**src/hdl/shbd_pkg.sv**
```systemverilog
// shared constants, types and functions of the static huffman byte decoder
// the node table is a constant built at elaboration from the frequency table
// no dependencies
package shbd_pkg;

   localparam int SYMBOL_COUNT = 31;
   localparam int INNER_COUNT  = SYMBOL_COUNT - 1;
   localparam int SYM_W        = $clog2(SYMBOL_COUNT);
   localparam int NODE_W       = (INNER_COUNT > 1) ? $clog2(INNER_COUNT) : 1;
   localparam int CODE_W       = SYM_W + 1;
   localparam int LEAF_MARK    = 'h80;
   localparam int CODE_MASK    = 127;
   localparam int TERM_SYMBOL  = 27;

   localparam int BYTE_W       = 8;
   localparam int SYMBOL_W     = 5;
   localparam int CHAR_W       = 8;
   localparam int REQ_TDATA_W  = 8;
   localparam int RSP_TDATA_W  = 16;
   localparam int RSP_PAD_W    = RSP_TDATA_W - SYMBOL_W - CHAR_W;
   localparam int BIT_CNT_W    = $clog2(BYTE_W);

   localparam int QUEUE_DEPTH  = 2;
   localparam int QPTR_W       = $clog2(QUEUE_DEPTH);
   localparam int QCNT_W       = $clog2(QUEUE_DEPTH + 1);

   typedef logic [INNER_COUNT-1:0][2*CODE_W-1:0] node_table_type;
   typedef logic [SYM_W-1:0] sym_type;

   typedef struct packed {
      logic              valid;
      logic [BYTE_W-1:0] data_byte;
   } queue_head_type;

   localparam int FREQ_TABLE [64] = '{
      81, 15, 28, 43, 128, 23, 20, 61, 71, 2, 1, 40, 24, 69, 76, 20,
      1, 61, 64, 91, 28, 10, 24, 1, 20, 1, 130, 80, 80, 5, 80, 1,
      1, 1, 1, 1, 1, 1, 1, 1, 1, 1, 1, 1, 1, 1, 1, 1,
      1, 1, 1, 1, 1, 1, 1, 1, 1, 1, 1, 1, 1, 1, 1, 1
   };

   // leaf flag on top, symbol or inner node index below
   function automatic logic [CODE_W-1:0] encode_code(int code);
      logic leaf;
      leaf = (code >= LEAF_MARK);
      return {leaf, SYM_W'(code & CODE_MASK)};
   endfunction

   // merge rule: first strict minimum twice (left, right), parent pushed at head
   function automatic node_table_type build_tree();
      int             code [SYMBOL_COUNT];
      int             freq [SYMBOL_COUNT];
      int             pick_code [2];
      int             pick_freq [2];
      int             len;
      int             best;
      node_table_type t;
      t = '0;
      for (int i = 0; i < SYMBOL_COUNT; i++) begin
         code[i] = LEAF_MARK | i;
         freq[i] = FREQ_TABLE[i & 63];
      end
      len = SYMBOL_COUNT;
      for (int k = 0; k < INNER_COUNT; k++) begin
         for (int p = 0; p < 2; p++) begin
            best = 0;
            for (int j = 1; j < len; j++) begin
               if (freq[j] < freq[best]) best = j;
            end
            pick_code[p] = code[best];
            pick_freq[p] = freq[best];
            for (int j = best; j < len - 1; j++) begin
               code[j] = code[j+1];
               freq[j] = freq[j+1];
            end
            len--;
         end
         for (int j = len; j > 0; j--) begin
            code[j] = code[j-1];
            freq[j] = freq[j-1];
         end
         code[0] = k;
         freq[0] = pick_freq[0] + pick_freq[1];
         len++;
         t[k] = {encode_code(pick_code[1]), encode_code(pick_code[0])};
      end
      return t;
   endfunction

   localparam node_table_type NODE_TABLE = build_tree();
   localparam logic [NODE_W-1:0] ROOT_NODE = NODE_W'(INNER_COUNT - 1);

   function automatic logic [CHAR_W-1:0] char_of(sym_type sym);
      int s;
      s = int'(sym);
      if (s <= 25) return CHAR_W'(97 + s);
      if (s == 26) return CHAR_W'(32);
      if (s == 28) return CHAR_W'(10);
      if (s == 29) return CHAR_W'(96);
      return '0;
   endfunction

   function automatic logic is_end_symbol(sym_type sym);
      return (int'(sym) == SYMBOL_COUNT - 1);
   endfunction

   function automatic logic is_term_symbol(sym_type sym);
      return (int'(sym) == TERM_SYMBOL);
   endfunction

endpackage

```
**src/hdl/static_huffman_byte_decoder.sv**
```systemverilog
// static huffman byte decoder: each byte walks the fixed tree one bit per cycle
// while the held symbol and output register let it step; bytes after end of stream
// are dropped unwalked; a result goes via the hold register to the output register;
// the last result of a byte is held until the byte's final bit or terminator
// reset (synchronous, active high) empties the queue, returns the walk to the root
// and clears the end-of-stream flag; the node table is constant and needs no fill
module static_huffman_byte_decoder (
   input  logic                                clock,
   input  logic                                reset,
   input  logic                                req_tvalid,
   output logic                                req_tready,
   input  logic [shbd_pkg::REQ_TDATA_W-1:0]    req_tdata,  // data_byte
   output logic                                rsp_tvalid,
   input  logic                                rsp_tready,
   output logic [shbd_pkg::RSP_TDATA_W-1:0]    rsp_tdata,  // symbol, char_code
   output logic                                rsp_tuser,  // end_of_stream
   output logic                                rsp_tlast
);

   shbd_pkg::queue_head_type          head;
   logic                              pop;
   logic                              stream_done;
   logic [shbd_pkg::SYMBOL_W-1:0]     rsp_symbol;
   logic [shbd_pkg::CHAR_W-1:0]       rsp_char_code;

   shbd_front u_front (
      .clock         (clock),
      .reset         (reset),
      .req_tvalid    (req_tvalid),
      .req_tready    (req_tready),
      .req_data_byte (req_tdata[shbd_pkg::BYTE_W-1:0]),
      .pop           (pop),
      .stream_done   (stream_done),
      .head          (head)
   );

   shbd_back u_back (
      .clock             (clock),
      .reset             (reset),
      .head              (head),
      .pop               (pop),
      .stream_done       (stream_done),
      .rsp_tvalid        (rsp_tvalid),
      .rsp_tready        (rsp_tready),
      .rsp_symbol        (rsp_symbol),
      .rsp_char_code     (rsp_char_code),
      .rsp_end_of_stream (rsp_tuser),
      .rsp_last          (rsp_tlast)
   );

   assign rsp_tdata = {{shbd_pkg::RSP_PAD_W{1'b0}}, rsp_char_code, rsp_symbol};

endmodule

```
**src/hdl/shbd_front.sv**
```systemverilog
// front part: accepts compressed bytes into a short queue for the tree walker
// bytes after end of stream are dropped here
// depends on shbd_pkg
module shbd_front (
   input  logic                              clock,
   input  logic                              reset,
   input  logic                              req_tvalid,
   output logic                              req_tready,
   input  logic [shbd_pkg::BYTE_W-1:0]       req_data_byte,
   input  logic                              pop,
   input  logic                              stream_done,
   output shbd_pkg::queue_head_type          head
);

   logic [shbd_pkg::BYTE_W-1:0] queue_ff [shbd_pkg::QUEUE_DEPTH];
   logic [shbd_pkg::QPTR_W-1:0] wr_ptr_ff, wr_ptr_in;
   logic [shbd_pkg::QPTR_W-1:0] rd_ptr_ff, rd_ptr_in;
   logic [shbd_pkg::QCNT_W-1:0] count_ff, count_in;
   logic                        push;
   logic                        do_pop;

   assign req_tready = stream_done || (count_ff != shbd_pkg::QCNT_W'(shbd_pkg::QUEUE_DEPTH));
   assign push       = req_tvalid && req_tready && !stream_done;
   assign do_pop     = pop && head.valid;

   assign head.valid     = (count_ff != '0);
   assign head.data_byte = queue_ff[rd_ptr_ff];

   always_comb begin
      wr_ptr_in = push   ? wr_ptr_ff + 1'b1 : wr_ptr_ff;
      rd_ptr_in = do_pop ? rd_ptr_ff + 1'b1 : rd_ptr_ff;
      count_in  = count_ff;
      if (push && !do_pop) count_in = count_ff + 1'b1;
      if (!push && do_pop) count_in = count_ff - 1'b1;
   end

   always_ff @(posedge clock) begin
      if (reset) begin
         wr_ptr_ff <= '0;
         rd_ptr_ff <= '0;
         count_ff  <= '0;
      end else begin
         wr_ptr_ff <= wr_ptr_in;
         rd_ptr_ff <= rd_ptr_in;
         count_ff  <= count_in;
      end
      if (push) queue_ff[wr_ptr_ff] <= req_data_byte;
   end

   assert property (@(posedge clock) disable iff (reset)
      count_ff <= shbd_pkg::QCNT_W'(shbd_pkg::QUEUE_DEPTH))
      else $error("queue fill beyond depth");

endmodule

```
**src/hdl/shbd_back.sv**
```systemverilog
// back part: bit-serial walk through the constant huffman node table
// one held symbol waits until the next leaf or the byte end decides its last flag
// depends on shbd_pkg
module shbd_back (
   input  logic                              clock,
   input  logic                              reset,
   input  shbd_pkg::queue_head_type          head,
   output logic                              pop,
   output logic                              stream_done,
   output logic                              rsp_tvalid,
   input  logic                              rsp_tready,
   output logic [shbd_pkg::SYMBOL_W-1:0]     rsp_symbol,
   output logic [shbd_pkg::CHAR_W-1:0]       rsp_char_code,
   output logic                              rsp_end_of_stream,
   output logic                              rsp_last
);

   logic                           busy_ff, busy_in;
   logic [shbd_pkg::BYTE_W-1:0]    byte_ff, byte_in;
   logic [shbd_pkg::BIT_CNT_W-1:0] bit_cnt_ff, bit_cnt_in;
   logic [shbd_pkg::NODE_W-1:0]    pos_ff, pos_in;
   logic                           done_ff, done_in;
   logic                           hold_valid_ff, hold_valid_in;
   logic                           hold_closed_ff, hold_closed_in;
   shbd_pkg::sym_type              hold_sym_ff, hold_sym_in;
   logic                           out_valid_ff, out_valid_in;
   logic [shbd_pkg::SYMBOL_W-1:0]  out_sym_ff, out_sym_in;
   logic [shbd_pkg::CHAR_W-1:0]    out_char_ff, out_char_in;
   logic                           out_end_ff, out_end_in;
   logic                           out_last_ff, out_last_in;

   logic [2*shbd_pkg::CODE_W-1:0]  node;
   logic [shbd_pkg::CODE_W-1:0]    child;
   logic                           leaf;
   shbd_pkg::sym_type              leaf_sym;
   logic                           byte_end;
   logic                           out_free;
   logic                           step;
   logic                           flush;
   logic                           move_out;

   assign node     = shbd_pkg::NODE_TABLE[pos_ff];
   assign child    = byte_ff[shbd_pkg::BYTE_W-1] ? node[2*shbd_pkg::CODE_W-1:shbd_pkg::CODE_W]
                                                 : node[shbd_pkg::CODE_W-1:0];
   assign leaf     = child[shbd_pkg::CODE_W-1];
   assign leaf_sym = child[shbd_pkg::SYM_W-1:0];
   assign byte_end = (bit_cnt_ff == '0) || (leaf && shbd_pkg::is_term_symbol(leaf_sym));
   assign out_free = !out_valid_ff || rsp_tready;

   // a closed hold leaves with a step, which waits for a free output; an open one only when a new leaf comes
   assign step     = busy_ff && (!hold_valid_ff ||
                                 (hold_closed_ff ? out_free : (!leaf || out_free)));
   assign flush    = !step && hold_valid_ff && hold_closed_ff && out_free;
   assign move_out = flush || (step && hold_valid_ff && (hold_closed_ff || leaf));
   assign pop      = head.valid && (!busy_ff || (step && byte_end));

   always_comb begin
      done_in        = done_ff;
      pos_in         = pos_ff;
      hold_valid_in  = hold_valid_ff;
      hold_closed_in = hold_closed_ff;
      hold_sym_in    = hold_sym_ff;
      busy_in        = busy_ff;
      byte_in        = byte_ff;
      bit_cnt_in     = bit_cnt_ff;
      out_valid_in   = out_valid_ff && !rsp_tready;
      out_sym_in     = out_sym_ff;
      out_char_in    = out_char_ff;
      out_end_in     = out_end_ff;
      out_last_in    = out_last_ff;

      if (move_out) begin
         out_valid_in  = 1'b1;
         out_sym_in    = shbd_pkg::SYMBOL_W'(hold_sym_ff);
         out_char_in   = shbd_pkg::char_of(hold_sym_ff);
         out_end_in    = shbd_pkg::is_end_symbol(hold_sym_ff);
         out_last_in   = hold_closed_ff;
         hold_valid_in = 1'b0;
      end

      if (step) begin
         byte_in    = {byte_ff[shbd_pkg::BYTE_W-2:0], 1'b0};
         bit_cnt_in = bit_cnt_ff - 1'b1;
         if (leaf) begin
            pos_in         = shbd_pkg::ROOT_NODE;
            hold_valid_in  = 1'b1;
            hold_sym_in    = leaf_sym;
            hold_closed_in = byte_end;
            if (shbd_pkg::is_end_symbol(leaf_sym)) done_in = 1'b1;
         end else begin
            pos_in = child[shbd_pkg::NODE_W-1:0];
            if (byte_end) hold_closed_in = 1'b1;
         end
         if (byte_end) busy_in = 1'b0;
      end

      // bytes that arrive after end of stream are discarded at the queue head
      if (pop) begin
         busy_in    = !done_in;
         byte_in    = head.data_byte;
         bit_cnt_in = shbd_pkg::BIT_CNT_W'(shbd_pkg::BYTE_W - 1);
      end
   end

   always_ff @(posedge clock) begin
      if (reset) begin
         busy_ff       <= 1'b0;
         pos_ff        <= shbd_pkg::ROOT_NODE;
         done_ff       <= 1'b0;
         hold_valid_ff <= 1'b0;
         out_valid_ff  <= 1'b0;
      end else begin
         busy_ff       <= busy_in;
         pos_ff        <= pos_in;
         done_ff       <= done_in;
         hold_valid_ff <= hold_valid_in;
         out_valid_ff  <= out_valid_in;
      end
      hold_closed_ff <= hold_closed_in;
      hold_sym_ff    <= hold_sym_in;
      byte_ff        <= byte_in;
      bit_cnt_ff     <= bit_cnt_in;
      out_sym_ff     <= out_sym_in;
      out_char_ff    <= out_char_in;
      out_end_ff     <= out_end_in;
      out_last_ff    <= out_last_in;
   end

   assign stream_done       = done_ff;
   assign rsp_tvalid        = out_valid_ff;
   assign rsp_symbol        = out_sym_ff;
   assign rsp_char_code     = out_char_ff;
   assign rsp_end_of_stream = out_end_ff;
   assign rsp_last          = out_last_ff;

   assert property (@(posedge clock) disable iff (reset)
      move_out |-> out_free)
      else $error("held symbol overwrote a pending result");

   assert property (@(posedge clock) disable iff (reset)
      pos_ff <= shbd_pkg::ROOT_NODE)
      else $error("walk position outside the inner nodes");

   assert property (@(posedge clock) disable iff (reset)
      (done_ff && !busy_ff) |=> !busy_ff)
      else $error("byte walked after end of stream");

   assert property (@(posedge clock) disable iff (reset)
      done_ff |=> done_ff)
      else $error("end of stream flag cleared");

endmodule

```
**config.mk**
```make
export PLATFORM = sky130hd
export DESIGN_NAME = static_huffman_byte_decoder
export DESIGN_NICKNAME = d
export VERILOG_FILES = /design/src/hdl/shbd_pkg.sv /design/src/hdl/static_huffman_byte_decoder.sv /design/src/hdl/shbd_front.sv /design/src/hdl/shbd_back.sv
export SDC_FILE = /design/constraint.sdc
export NUM_CORES = 1
export LEC_CHECK = 0
export BUFFER_PORTS_ARGS = -buffer_cell sky130_fd_sc_hd__buf_2
export CORE_UTILIZATION = 60
export CTS_BUF_LIST = sky130_fd_sc_hd__clkbuf_8
export DETAILED_ROUTE_END_ITERATION = 16
export PLACE_DENSITY = 0.8
export SYNTH_ARGS = -nofsm -noshare
export SYNTH_HDL_FRONTEND = slang
export SYNTH_SLANG_ARGS = --single-unit
```
**constraint.sdc**
```tcl
create_clock -name clock -period 4.8 [get_ports clock]
set_input_delay 0.48 -clock clock [delete_from_list [all_inputs] [get_ports clock]]
set_output_delay 0.48 -clock clock [all_outputs]
set_load 0.02 [all_outputs]
```
Word level (Yosys, flattened, before mapping):

Memory sizes are Yosys's and may differ from the RTL's. A register that Yosys moved wholly into a read port is not among the register bits.
Index checks and enable logic that the tools add are counted.

* output and inout bits: 20
* memory bits (writable): 16
* logic and storage cells: 123
* memories: 2
* bits in read-only memories: 384
* input port bits: 12
* flip-flop bits (word level): 45

* $lt $le $gt $ge: 2
* reductions and logical operators: 42
* $add $sub $neg: 6
* multiplexer cells: 48
* eq/ne operators: 7

Memories
* (name not given): words 32, bits a word 12, rd ports 1, clocked after Yosys merged registers in 1, write ports 0, RTL line shbd_back.sv:42 `assign node = shbd_pkg::NODE_TABLE[pos_ff];`
* u_front.queue_ff: words 2, bits a word 8, rd ports 1, clocked after Yosys merged registers in 1, write ports 1, RTL line shbd_front.sv:15 `logic [shbd_pkg::BYTE_W-1:0] queue_ff [shbd_pkg::QUEUE_DEPTH];`

Operator list (count)
* 8-bit two-way mux: 10
* 1-bit two-way mux: 31
* 1-bit logical AND: 15
* 5-bit two-way mux: 3
* 12-bit two-way mux: 1
* 5-bit by 2-bit equality test with 1-bit output (second input constant): 2
* 5-bit by 3-bit equality test with 1-bit output (second input constant): 2
* 5-bit by 4-bit equality test with 1-bit output (second input constant): 2
* 1-bit zero test: 10
* 2-bit nonzero test: 5
* 7-bit by 5-bit adder with 8-bit output (first input constant): 1
* 1-bit logical OR: 8
* 5-bit by 6-bit < comparator with 1-bit output (second input constant): 1
* 6-bit two-way mux: 1
* 2-bit AND reduction: 3
* 5-bit <= comparator (second input constant): 1
* 2-bit two-way mux: 2
* 3-bit zero test: 1
* 3-bit by 1-bit subtractor with 3-bit output (second input constant): 1
* 1-bit adder (second input constant): 2
* 2-bit by 1-bit adder with 2-bit output (second input constant): 1
* 2-bit != test (second input constant): 1
* 2-bit by 1-bit subtractor with 2-bit output (second input constant): 1

Longest topological paths before layout:

Gate-level depths: netlist (run 1).

* depth in word-level cells: 27
* mapped depth: 13
* depth with buffers taken out: 11

Hierarchy:

Synthesis (run 1) repeated with hierarchy kept, for this count alone.

* cells, all modules: 339
* area, all modules: 3759.9 sq um

By module, submodules not included
* shbd_back: sequential area each 1351.3 sq um, times used 1, area each 2925.3 sq um, cells each 283
* shbd_front: sequential area each 580.6 sq um, times used 1, area each 808.3 sq um, cells each 52
* static_huffman_byte_decoder: sequential area each 0.0 sq um, times used 1, area each 26.3 sq um, cells each 4

Worst setup path after synthesis (run 1):

No wires, ideal clock.

* path kind: input to register
* from: in rsp_tready
* to: reg, netlist name u_back.node[7]
* required time: 4.726 ns
* path slack: 2.141 ns
* cell stages on the path: 11
* path buffers: 1
* library setup time: 0.074 ns
* data arrival time: 2.584 ns
* path through: nand3b_1 a22oi_4 mux2_2 inv_1 ha_1 clkbuf_1 nor2_1 nor3b_1 o21ai_0 a21o_1 a31oi_1

RTL lines
* from (decl): RTL line static_huffman_byte_decoder.sv:14 `input logic rsp_tready,`

==> results.toml, run 1 <==
[synth]
ys_seq_area_share_pct = 49.5
synth_edf_count = 45
synthesis.area_um2 = 3900
synth_ff_type = "edfxtp_1"
yosys.area.top_type = "edfxtp_1"
yosys_register_bits = 74
yosysMostFrequentCell = "edfxtp_1"
synth_cell_types = 73
yosys_warnings = 0
synth_area_leaders = "edfxtp_1 (35%), dfxtp_1 (15%), ha_1 (5.1%), mux2_2 (4.6%), mux2_4 (3.5%)"
yosys.area.top_type_share_pct = 34.6
yosys-top-cells-count = "edfxtp_1 (45), dfxtp_1 (29), nand2_1 (25), nor2_1 (25), a21oi_1 (17)"
ys_async_sr_fraction_pct = 0
syn_area_per_cell_um2 = 11.3
netlist_instances = 344

[worst_hold_path]
whs_path_depth = 1
worst_hold_path.endpoint = "u_front.queue_ff[1][0]"
hold_path.class = "input port to flip-flop"
hp-start = "req_tdata[0]"

[routing]
post_drt_wl_per_cell_um = 17.1
ant_nets = 0
drcViolationCount = 0
routed_wirelength_um = 7700
firstDrtPassIters = 4
viasPerCell = 6.02
routed-via-count = 2716
drt-initial-drc-count = 254

[finish]
final_core_util_pct = 67.0
instances_no_fill = 451
area_growth_pct = 8.50
final_layout_size_suffix_gt1_share_pct = 25.9
diodes = 0
nFillCells = 488
fin_nets = 397

[critical_path]
reg2reg_from = "u_back.byte_ff[7]"
crit_path_start_kind = "flip-flop"
cp_max_fo = 16
required_ns = 5.08
reg2reg_setup_slack_ns = 1.50
worstSetupEndpointType = "flip-flop"
critical_path_class = "flip-flop to flip-flop"
worstReg2RegEnd = "u_back.node[7]"
reg2regPathDepth = 10
critical_path_arrival_ns = 3.58

[global_route]
grt_pass1_vias = 2612
grt_pass1_wl_um = 12500
gr-usage-all-layers_pct = 25.1
grt_overflow = 0
grt_start_max_net_pins = 25
antenna_found_initial = 0

[flow_run]
maxCapViolCount = 0

[place]
hpwl_um = 5350
portBuffers = 28
dpl.cell_count = 435
place_ws_ns = 1.59
gp_congestion = 0.914

[die]
placement_rows = 29
start_util_pct = 61.8
fp.dieW_um = 82.6
ios = 32
core_area_um2 = 6310
dieArea_um2 = 6830
die_h_um = 82.6

[clock_network]
cts_root_buf = "clkbuf_8"
clk_path_buf_depth = 2
htreeDepth = 3
cts.repair.resized = 0
numCtsBuffers = 9
cts.clk_slew.worst_paths_ns = 0.09
postCtsSetupRepairBufs = 0
ctsHoldBuffers = 0
cts.sinks = 74
cts_tree = "done"
clk_latency_ns = 0.35

[power]
worst_ir_drop_vdd_v = 0.000323
power_density_nw_per_um2 = 569
total_power_uw = 2410
p_leak_uw = 0.00167

[sta]
finClkSkew_ns = 0.0114
rsz0062_at_grt = "no"
hold_viol_final = 0
worstMarginPinSlew_ns = 1.20
tns_ns = 0
final-max-slew-violation-count = 0
max_freq_ghz = 0.303
relSlewSlack_pct = 19.4
worst_slack_ns = 1.50
period_minus_slack_ns = 3.30
finalCritPeriodShare_pct = 68.7
finalSetupViolCount = 0

[status]
outcome = "completed"
worst max-delay path, stage by stage (launching register included):
cell      delay, ns
edfxtp_1       0.71
mux2i_4        0.39
a22o_1         0.46
a31oi_4        0.23
inv_1          0.31
ha_1           0.39
nor2_1         0.07
nor3b_1        0.21
o21ai_0        0.12
a21o_1         0.21
a31oi_1        0.12
layout make-up:
| cell class | count | area, µm² | area share [%] |
|---|---|---|---|
| repair buffers | 29 | 148 | 3.49 |
| well taps | 77 | 96.3 | 2.28 |
| flip-flops and latches | 74 | 1930 | 45.6 |
| multi-input cells | 239 | 1790 | 42.3 |
| clock buffers | 9 | 124 | 2.93 |
| inverters | 16 | 67.6 | 1.60 |
| clock inverters | 7 | 76.3 | 1.80 |
metal layers:
layer	GRT usage, %	vias to the layer above	share of wire [%]
met3	5.93	15	5.9
met2	40.4	99	48
met1	32.0	1290	44
met5	0	-	0
li1	-	1312	-
met4	11.4	0	1.9
placed cells by master (no fill, tap or decap), drive strengths merged, types with 6 or more instances in the layout:
cell type,count
a21oi,18
a31oi,7
buf,29
clkbuf,9
dfxtp,29
edfxtp,45
ha,16
inv,18
mux2,25
nand2,25
nand3,7
nor2,27
nor3,6
o21ai,17
power by group:
part	leakage (µW)	total [µW]	internal, µW	switching [µW]
Combinational	0.000917	967	427	540
Sequential	0.000655	945	840	106
Clock	0.0000962	494	244	251
Total	0.00167	2410	1510	897
worst max-delay path by stage:
| stage | slack, ns | endpoint | depth (start not counted) | start |
|---|---|---|---|---|
| 2_1_floorplan | 2.14 | u_back.node[7] | 11 | rsp_tready |
| 3_3_place_gp | 1.74 | u_back.node[7] | 11 | rsp_tready |
| 3_5_place_dp | 1.59 | u_back.node[7] | 10 | u_back.byte_ff[7] |
| 4_1_cts | 1.54 | u_back.node[7] | 10 | u_back.byte_ff[7] |
| 5_1_grt | 1.15 | u_back.node[7] | 10 | u_back.byte_ff[7] |
| 6_report | 1.50 | u_back.node[7] | 10 | u_back.byte_ff[7] |
metrics by stage:
| step | cell area [µm²] | hold slack [ns] |
|---|---|---|
| floorplan | 3910 | 0.424 |
| global placement | 4030 | 0.477 |
| detailed placement | 4030 | 0.479 |
| CTS | 4230 | 0.299 |
| global route | 4230 | 0.307 |
| finish | 4230 | 0.312 |
flip-flops by register name, summed over array words and instances (netlist names), named ones only:
signal	count
u_back.rsp_tvalid	1
u_back.rsp_char_code	8
u_back.rsp_symbol	5
u_back.busy_ff	1
u_back.rsp_last	1
u_front.wr_ptr_ff	1
u_back.hold_sym_ff	5
u_back.stream_done	1
u_back.pos_ff	5
u_front.queue_ff	16
u_back.rsp_end_of_stream	1
u_back.bit_cnt_ff	3
u_back.hold_valid_ff	1
u_back.byte_ff	8
u_front.count_ff	2
u_back.hold_closed_ff	1
u_front.rd_ptr_ff	1
u_back.node	12
kinds of logic (layout without fill, tap and decap cells):
family | after synthesis | count (layout) | synth area share [%]
buffers and inverters | 34 | 61 | 4.91
xor gates and xnor gates | 5 | 5 | 1.12
AOI/OAI and AO/OA | 84 | 84 | 16.1
and+or+nand+nor | 100 | 100 | 13.3
adders and majority gates | 16 | 16 | 5.13
muxes | 30 | 30 | 9.78
DFF | 74 | 74 | 49.5
other | 1 | 4 | 0.0961
No activity file was read; power rests on OpenSTA's default activity.
==> run 2, diff against run 1 <==
--- a/config.mk
+++ b/config.mk
@@ -5,6 +5,7 @@
 export SDC_FILE = /design/constraint.sdc
 export NUM_CORES = 1
 export LEC_CHECK = 0
+export ABC_AREA = 1
 export BUFFER_PORTS_ARGS = -buffer_cell sky130_fd_sc_hd__buf_2
 export CORE_UTILIZATION = 60
 export CTS_BUF_LIST = sky130_fd_sc_hd__clkbuf_8
==> constraint.sdc (replaced) <==
create_clock -name clock -period 3.1 [get_ports clock]
set_input_delay 0.31 -clock clock [delete_from_list [all_inputs] [get_ports clock]]
set_output_delay 0.31 -clock clock [all_outputs]
set_load 0.02 [all_outputs]
==> run 2 against run 1 <==
  * The run now ends with DRC left
  * Die area is 6.1% lower
  * Via count grew 2.9%
  * Largest power group unchanged
  * Utilization increased by 1.6 points
  * Clock skew down 0.0028 ns
  * Global-route usage increased by 0.74 points
  * Worst hold slack worse by 0.16 ns
  * Combinational power is 87% higher
  * First-iteration DRC count decreased by 20%
  * Critical path depth grew 2
==> results.toml, run 2 <==
[status]
outcome = "complete, but fails checks"
violations = "DRC"

[routing]
routed_wirelength_um = 7270
viasPerCell = 5.52
firstDrtPassIters = 11
drt-initial-drc-count = 202
routed-via-count = 2795
post_drt_wl_per_cell_um = 14.4
ant_nets = 0
drcViolationCount = 1

[die]
placement_rows = 28
die_h_um = 80.1
start_util_pct = 62.1
core_area_um2 = 5890
dieArea_um2 = 6410
ios = 32
fp.dieW_um = 80.1

[global_route]
grt_start_max_net_pins = 20
gr-usage-all-layers_pct = 25.8
grt_pass1_wl_um = 12300
antenna_found_initial = 0
grt_pass1_vias = 2605
grt_overflow = 0

[sta]
finalSetupViolCount = 0
period_minus_slack_ns = 2.44
tns_ns = 0
final-max-slew-violation-count = 0
whs_ns = 0.150
hold_viol_final = 0
finClkSkew_ns = 0.00864
worstMarginPinSlew_ns = 0.726
max_freq_ghz = 0.410
rsz0062_at_grt = "no"
finalCritPeriodShare_pct = 78.7
relSlewSlack_pct = 51.4

[clock_network]
ctsHoldBuffers = 0
postCtsSetupRepairBufs = 0
numCtsBuffers = 9
cts.clk_slew.worst_paths_ns = 0.08
cts_tree = "done"
htreeDepth = 3
cts_root_buf = "clkbuf_8"
cts.sinks = 74
cts.repair.resized = 0
clk_latency_ns = 0.34
clk_path_buf_depth = 2

[place]
hpwl_um = 5290
dpl.cell_count = 490
portBuffers = 28
gp_congestion = 0.898

[finish]
largest_reg_flops = 16
final_layout_size_suffix_gt1_share_pct = 16.7
diodes = 0
final_common_cell = "nand2_1"
final_cell_mix = "nand2_1 (114), edfxtp_1 (45), inv_1 (38), nand3_1 (35), dfxtp_1 (29)"
instances_no_fill = 506
area_growth_pct = 10.5
regMostFlops = "u_front.queue_ff"
fin_nets = 454
multiInputGateArea_um2 = 1490
seq_area_um2 = 1930
nFillCells = 444

[critical_path]
required_ns = 3.35
path_buf_inv = 2
critPathTopFamily = "simple AND/OR/NAND/NOR gates"
cp_slowest_cell = "edfxtp_1"
crit_chain = "inv_2, nand2_4, nand3_4, nand2_8, nand2_1, nand3_1, ha_1, nand4_1, nand3_1, nand2_1, nand2_1, inv_1"
max_stage_delay_ns = 0.48
crit_path_start_kind = "flip-flop"
critical_path_class = "flip-flop to flip-flop"
critical_path_arrival_ns = 2.68
cp_max_fo = 9
worstSetupEndpointType = "flip-flop"
cpMostUsedCell = "nand2_1"

[synth]
ys_async_sr_fraction_pct = 0
synth_compound_area_share_pct = 5.72
yosys.area.top_type_share_pct = 37.0
syn_area_per_cell_um2 = 9.28
synth_area_leaders = "edfxtp_1 (37%), dfxtp_1 (16%), nand2_1 (12%), ha_1 (5.5%), nand3_1 (4.8%)"
yosys_register_bits = 74
synthSimpleGateAreaFrac_pct = 26.6
synth_cell_types = 39
synth-xor-area-share_pct = 0.240
synth_top_family_by_area = "simple AND/OR/NAND/NOR gates"
yosysMostFrequentCell = "nand2_1"
ys_seq_area_share_pct = 52.8
synthesis.area_um2 = 3660
netlist_instances = 394
synth_edf_count = 45
yosys_warnings = 0
synth_ff_type = "edfxtp_1"
synth_mux_area_share_pct = 2.19
synth_fa_ha_area_share_pct = 5.48
yosys.area.top_type = "edfxtp_1"
yosys-top-cells-count = "nand2_1 (114), edfxtp_1 (45), inv_1 (37), nand3_1 (35), dfxtp_1 (29)"

[flow_run]
maxCapViolCount = 0

[power]
power_density_nw_per_um2 = 1030
worst_ir_drop_vdd_v = 0.000592
p_leak_uw = 0.00185
total_power_uw = 4160

[worst_hold_path]
hold_path.class = "input port to flip-flop"
==> run 2: cell types whose count changed after synthesis, sizes merged, moves of 5 or more <==
cell / previous run / this run
nand3: 7 / 40
nand2: 25 / 122
a31oi: 7 / 1
nand4: 0 / 7
mux2: 25 / 0
and2: 5 / 0
inv: 16 / 40
==> run 2: power by group <==
group | switching, µW | internal [µW] | total, µW
Clock | 354 | 453 | 807
Combinational | 1230 | 582 | 1810
Sequential | 151 | 1390 | 1540
Total | 1740 | 2430 | 4160
==> run 2: path summary, 6_finish.rpt <==
check	start	end	slack [ns]	cells after the start
setup / recovery	u_back.byte_ff[7]	u_back.node[6]	0.66	12
hold / removal	req_tdata[4]	u_front.queue_ff[0][4]	0.15	1
setup reg to reg	u_back.byte_ff[7]	u_back.node[6]	0.66	12
hold reg to reg	u_back.hold_valid_ff	u_back.hold_valid_ff	0.48	2
==> run 2: kinds of logic (layout without fill, tap and decap cells) <==
family / after synthesis / after routing
fa+ha+maj: 16 / 16
buf+inv: 53 / 87
simple gates: 204 / 204
flops: 74 / 74
compound gates: 37 / 37
mux: 8 / 8
xor+xnor: 1 / 1
other cells: 1 / 4
==> run 2: metrics by stage <==
stage / setup WS, ns / cell area (µm²) / util (%)
6_report: 0.661 / 4040 / 68.6
5_1_grt: 0.348 / 4040 / 68.6
4_1_cts: 0.680 / 4040 / 68.6
3_5_place_dp: 0.715 / 3820 / 64.9
3_3_place_gp: 0.736 / 3820 / 64.9
2_1_floorplan: 0.956 / 3670 / -
==> run 2: final cells by class <==
class / count / share of cell area (%)
clock buffer: 9 / 3.07
clock inverter: 7 / 2.32
sequential: 74 / 47.8
tap: 75 / 2.32
multi-input combinational: 270 / 36.8
inverter: 41 / 3.87
timing repair buffer: 30 / 3.84
==> run 2: per-layer routing <==
layer  routed length, µm  vias to the layer above  global-route usage [%]  part of all wire, %
li1                    -                     1375                       -                    -
met1                3090                     1278                    32.7                   43
met2                3520                      123                    42.5                   48
met3                 454                       19                    4.77                  6.2
met4                 194                        0                    12.7                  2.7
met5                   0                        -                       0                    0
